File: src/sv/bcm_fifo.sv
// bcm_fifo: small register queue with count and status
module bcm_fifo #(
    parameter int W     = 8,
    parameter int DEPTH = 4
) (
    input  logic                       i_clk,
    input  logic                       i_rst_n,
    input  logic                       i_push,
    input  logic [W-1:0]               i_data,
    input  logic                       i_pop,
    output logic [W-1:0]               o_data,
    output logic                       o_empty,
    output logic                       o_full,
    output logic [$clog2(DEPTH+1)-1:0] o_count
);
    localparam int AW = (DEPTH > 1) ? $clog2(DEPTH) : 1;
    localparam int CW = $clog2(DEPTH + 1);

    logic [W-1:0]  r_mem [DEPTH];
    logic [AW-1:0] r_wr, n_wr, r_rd, n_rd;
    logic [CW-1:0] r_cnt, n_cnt;
    logic          do_push, do_pop;

    assign o_empty = (r_cnt == '0);
    assign o_full  = (r_cnt == CW'(DEPTH));
    assign o_count = r_cnt;
    assign o_data  = r_mem[r_rd];
    assign do_push = i_push && !o_full;
    assign do_pop  = i_pop && !o_empty;

    always_comb begin
        n_wr  = r_wr;
        n_rd  = r_rd;
        n_cnt = r_cnt;
        if (do_push) begin
            n_wr = (r_wr == AW'(DEPTH - 1)) ? '0 : r_wr + 1'b1;
        end
        if (do_pop) begin
            n_rd = (r_rd == AW'(DEPTH - 1)) ? '0 : r_rd + 1'b1;
        end
        if (do_push && !do_pop) begin
            n_cnt = r_cnt + 1'b1;
        end else if (do_pop && !do_push) begin
            n_cnt = r_cnt - 1'b1;
        end
    end

    always_ff @(posedge i_clk) begin
        if (!i_rst_n) begin
            r_wr  <= '0;
            r_rd  <= '0;
            r_cnt <= '0;
        end else begin
            r_wr  <= n_wr;
            r_rd  <= n_rd;
            r_cnt <= n_cnt;
        end
        if (do_push) begin
            r_mem[r_wr] <= i_data;
        end
    end
endmodule

File: config.mk
export PLATFORM = sky130hd
export DESIGN_NAME = bcm_fifo
export DESIGN_NICKNAME = d
export VERILOG_FILES = /design/src/sv/bcm_fifo.sv
export SDC_FILE = /design/constraint.sdc
export NUM_CORES = 1
export LEC_CHECK = 0
export BUFFER_PORTS_ARGS = -buffer_cell sky130_fd_sc_hd__buf_2
export CAP_MARGIN = 20
export CORE_MARGIN = 2
export CORE_UTILIZATION = 40
export CTS_CLUSTER_DIAMETER = 40
export DETAILED_ROUTE_END_ITERATION = 12
export MAX_ROUTING_LAYER = met4
export SLEW_MARGIN = 40
export SYNTH_ARGS = -nofsm -noshare
export SYNTH_HDL_FRONTEND = slang
export SYNTH_SLANG_ARGS = --single-unit
File: constraint.sdc
create_clock -name i_clk -period 5.1 [get_ports i_clk]
set_input_delay 1.02 -clock i_clk [delete_from_list [all_inputs] [get_ports i_clk]]
set_output_delay 1.02 -clock i_clk [all_outputs]
set_load 0.03 [all_outputs]
==> impl_metrics.tcl <==
set metrics [dict create \
    run_status "completed" \
    grt_usage 0.131 \
    synth-seq-cells 41 \
    syn_inst 93 \
    slew_headroom 0.615 \
    vias_per_cell 4.85 \
    rows 23 \
    fin_tns_setup_ps 0 \
    cts_sinks 41 \
    required_ps 4080 \
    drc 0 \
    crit_family "flip-flops" \
    cp_max_fo 8 \
    maxCapViolCount 0 \
    antenna_found_initial 0 \
    ios 25 \
    port_buffers 24 \
    hold_viol 0 \
    diodes 0 \
    cellPowerDensity_mw_per_mm2 514 \
    fmax_mhz 362 \
    dieArea_mm2 0.00460 \
    wirelength_mm 2.56 \
    final_common_cell "edfxtp_1" \
    grt_max_degree 14 \
    netlist_area_mm2 0.00163 \
    cts.clk_slew.worst_paths_ps 70 \
    insertion_delay_ps 280 \
    coreArea_mm2 0.00397 \
    worst_setup_path_start_kind "flop" \
    seq_area_frac_synth 0.700 \
    yosys_warnings 0 \
    worst-path-buf-inv 1 \
    cts_resized 0 \
    finClkSkew_ps 2.91 \
    cts_max_path_buffers 2 \
    cts_setup_buffers 0 \
    final_nets 139 \
    rsz0062_at_grt "false" \
    min_path_type "flop to flop" \
    first_pass_iters 4 \
    wire_per_inst_um 15.0 \
    finalCritPeriodShare 0.541 \
    clockRootBuffer "clkbuf_8" \
    ys_types 23 \
    path_class "flop to primary output" \
    dp_hpwl_mm 1.76 \
    die_width_um 67.8 \
    drv_slew 0 \
    grt_pass1_wl_mm 4.00 \
    finalSetupViolCount 0 \
    worst_slew_pin_slew_ps 572 \
    setup.worst_path.end_class "primary output" \
    grt_pass1_vias 842 \
    cts_tree "done" \
    path_cells "mux4_2, buf_2" \
    vias 830 \
    slowest_stage "dfxtp_1" \
    cts_buffers 5 \
    period_minus_slack_ps 2760 \
    ir_worst_vdd_mv 0.304 \
    leakagePower_nw 0.700 \
    overflow 0 \
    synthToLayoutAreaGrowth_pct 16.4 \
    post-route-cell-area_mm2 0.00190 \
    die_y_um 67.8 \
    cp_slowest_stage_delay_ps 680 \
    initial_core_util 0.411 \
    gp_congestion 0.681 \
    arrival_ps 1740 \
    synth_nets 112 \
    hold_buffers 0 \
    dpl_cell_area_mm2 0.00180 \
    syn_area_per_cell_um2 17.5 \
    drive_gt1_frac 0.331 \
    ant_nets 0 \
    cts-htree-levels 2 \
    drt_iter0_markers 63 \
    n_fill_cell 351 \
    final_cell_mix "edfxtp_1 (32), buf_2 (24), dfxtp_1 (9)" \
]
-- worst paths after layout --
check,from,to,slack [ps],cells past startpoint
worst max-delay path,flop,o_data[5],2340,2
worst min-delay path,r_wr[1],r_wr[1],520,2
worst max register to register,o_count[1],o_count[2],2750,7
worst min register to register,r_wr[1],r_wr[1],520,2
-- synthesized netlist by cell type --
master,count,area share
nand2_1,6,0.014
buf_1,1,0.0023
nor2b_1,2,0.0077
edfxtp_1,32,0.59
mux4_2,8,0.11
and2_1,5,0.019
ha_1,6,0.046
nor2_1,2,0.0046
inv_1,3,0.0069
o31ai_1,1,0.0046
fa_1,1,0.012
xnor2_1,1,0.0054
mux2i_1,3,0.018
xor2_1,1,0.0054
nand3_1,2,0.0061
or3_1,1,0.0038
dfxtp_1,9,0.11
nor3_1,1,0.0031
o21ai_0,3,0.0092
clkbuf_1,1,0.0023
buf_2,2,0.0061
a21boi_0,1,0.0046
nor3b_2,1,0.0077
-- metrics by stage --
| step | utilization | hold WS [ps] | worst slack, ps | std cells | total power, W |
|---|---|---|---|---|---|
| 4_1_cts | 0.478 | 515 | 2260 | 171 | 0.000988 |
| 6_report | 0.478 | 516 | 2340 | 171 | 0.000975 |
| 5_1_grt | 0.478 | 569 | 2190 | 171 | 0.00103 |
| 3_5_place_dp | 0.452 | 500 | 2210 | 163 | 0.000761 |
| 3_3_place_gp | 0.452 | 486 | 2300 | 163 | 0.000752 |
| 2_1_floorplan | - | 468 | 2580 | 93 | 0.000682 |
-- where the power goes --
part	internal, W	switching (W)
sequential	0.000411	0.0000466
clock	0.000125	0.000103
combinational	0.000118	0.000170
total	0.000655	0.000320
-- worst min-delay path, stage by stage, from the launching register on --
cell	delay (ps)
dfxtp_1	340
nand2_1	70
mux2i_1	60
-- registers in the layout, indices dropped and copies added, names as in the netlist, named ones only --
name,count
o_count,3
r_mem,32
r_rd,2
r_wr,2
-- layout make-up --
class | count | area (um2) | area share
clock buffers | 7 | 97.6 | 0.0514
clock inverters | 1 | 5.00 | 0.00264
inverters | 3 | 11.3 | 0.00593
multi-input cells | 45 | 460 | 0.243
flip-flops and latches | 41 | 1140 | 0.601
well taps | 50 | 62.6 | 0.0330
repair buffers | 24 | 120 | 0.0633
-- kinds of logic after synthesis --
logic type | after synthesis | share of synthesized area
AND/OR/NAND/NOR | 20 | 0.0660
XOR/XNOR | 2 | 0.0107
multiplexers | 11 | 0.129
adder cells (fa/ha/maj) | 7 | 0.0583
buffers and inverters | 7 | 0.0176
flip-flops | 41 | 0.700
AO/OA/AOI/OAI | 5 | 0.0184
-- per-layer routing --
layer,vias up,wire [um],GRT usage
met1,402,1130,0.151
met2,23,1260,0.213
li1,401,-,-
met3,4,136,0.0493
met4,0,30,0.0450
met5,-,0,-
(Power assumes the default switching activity.)
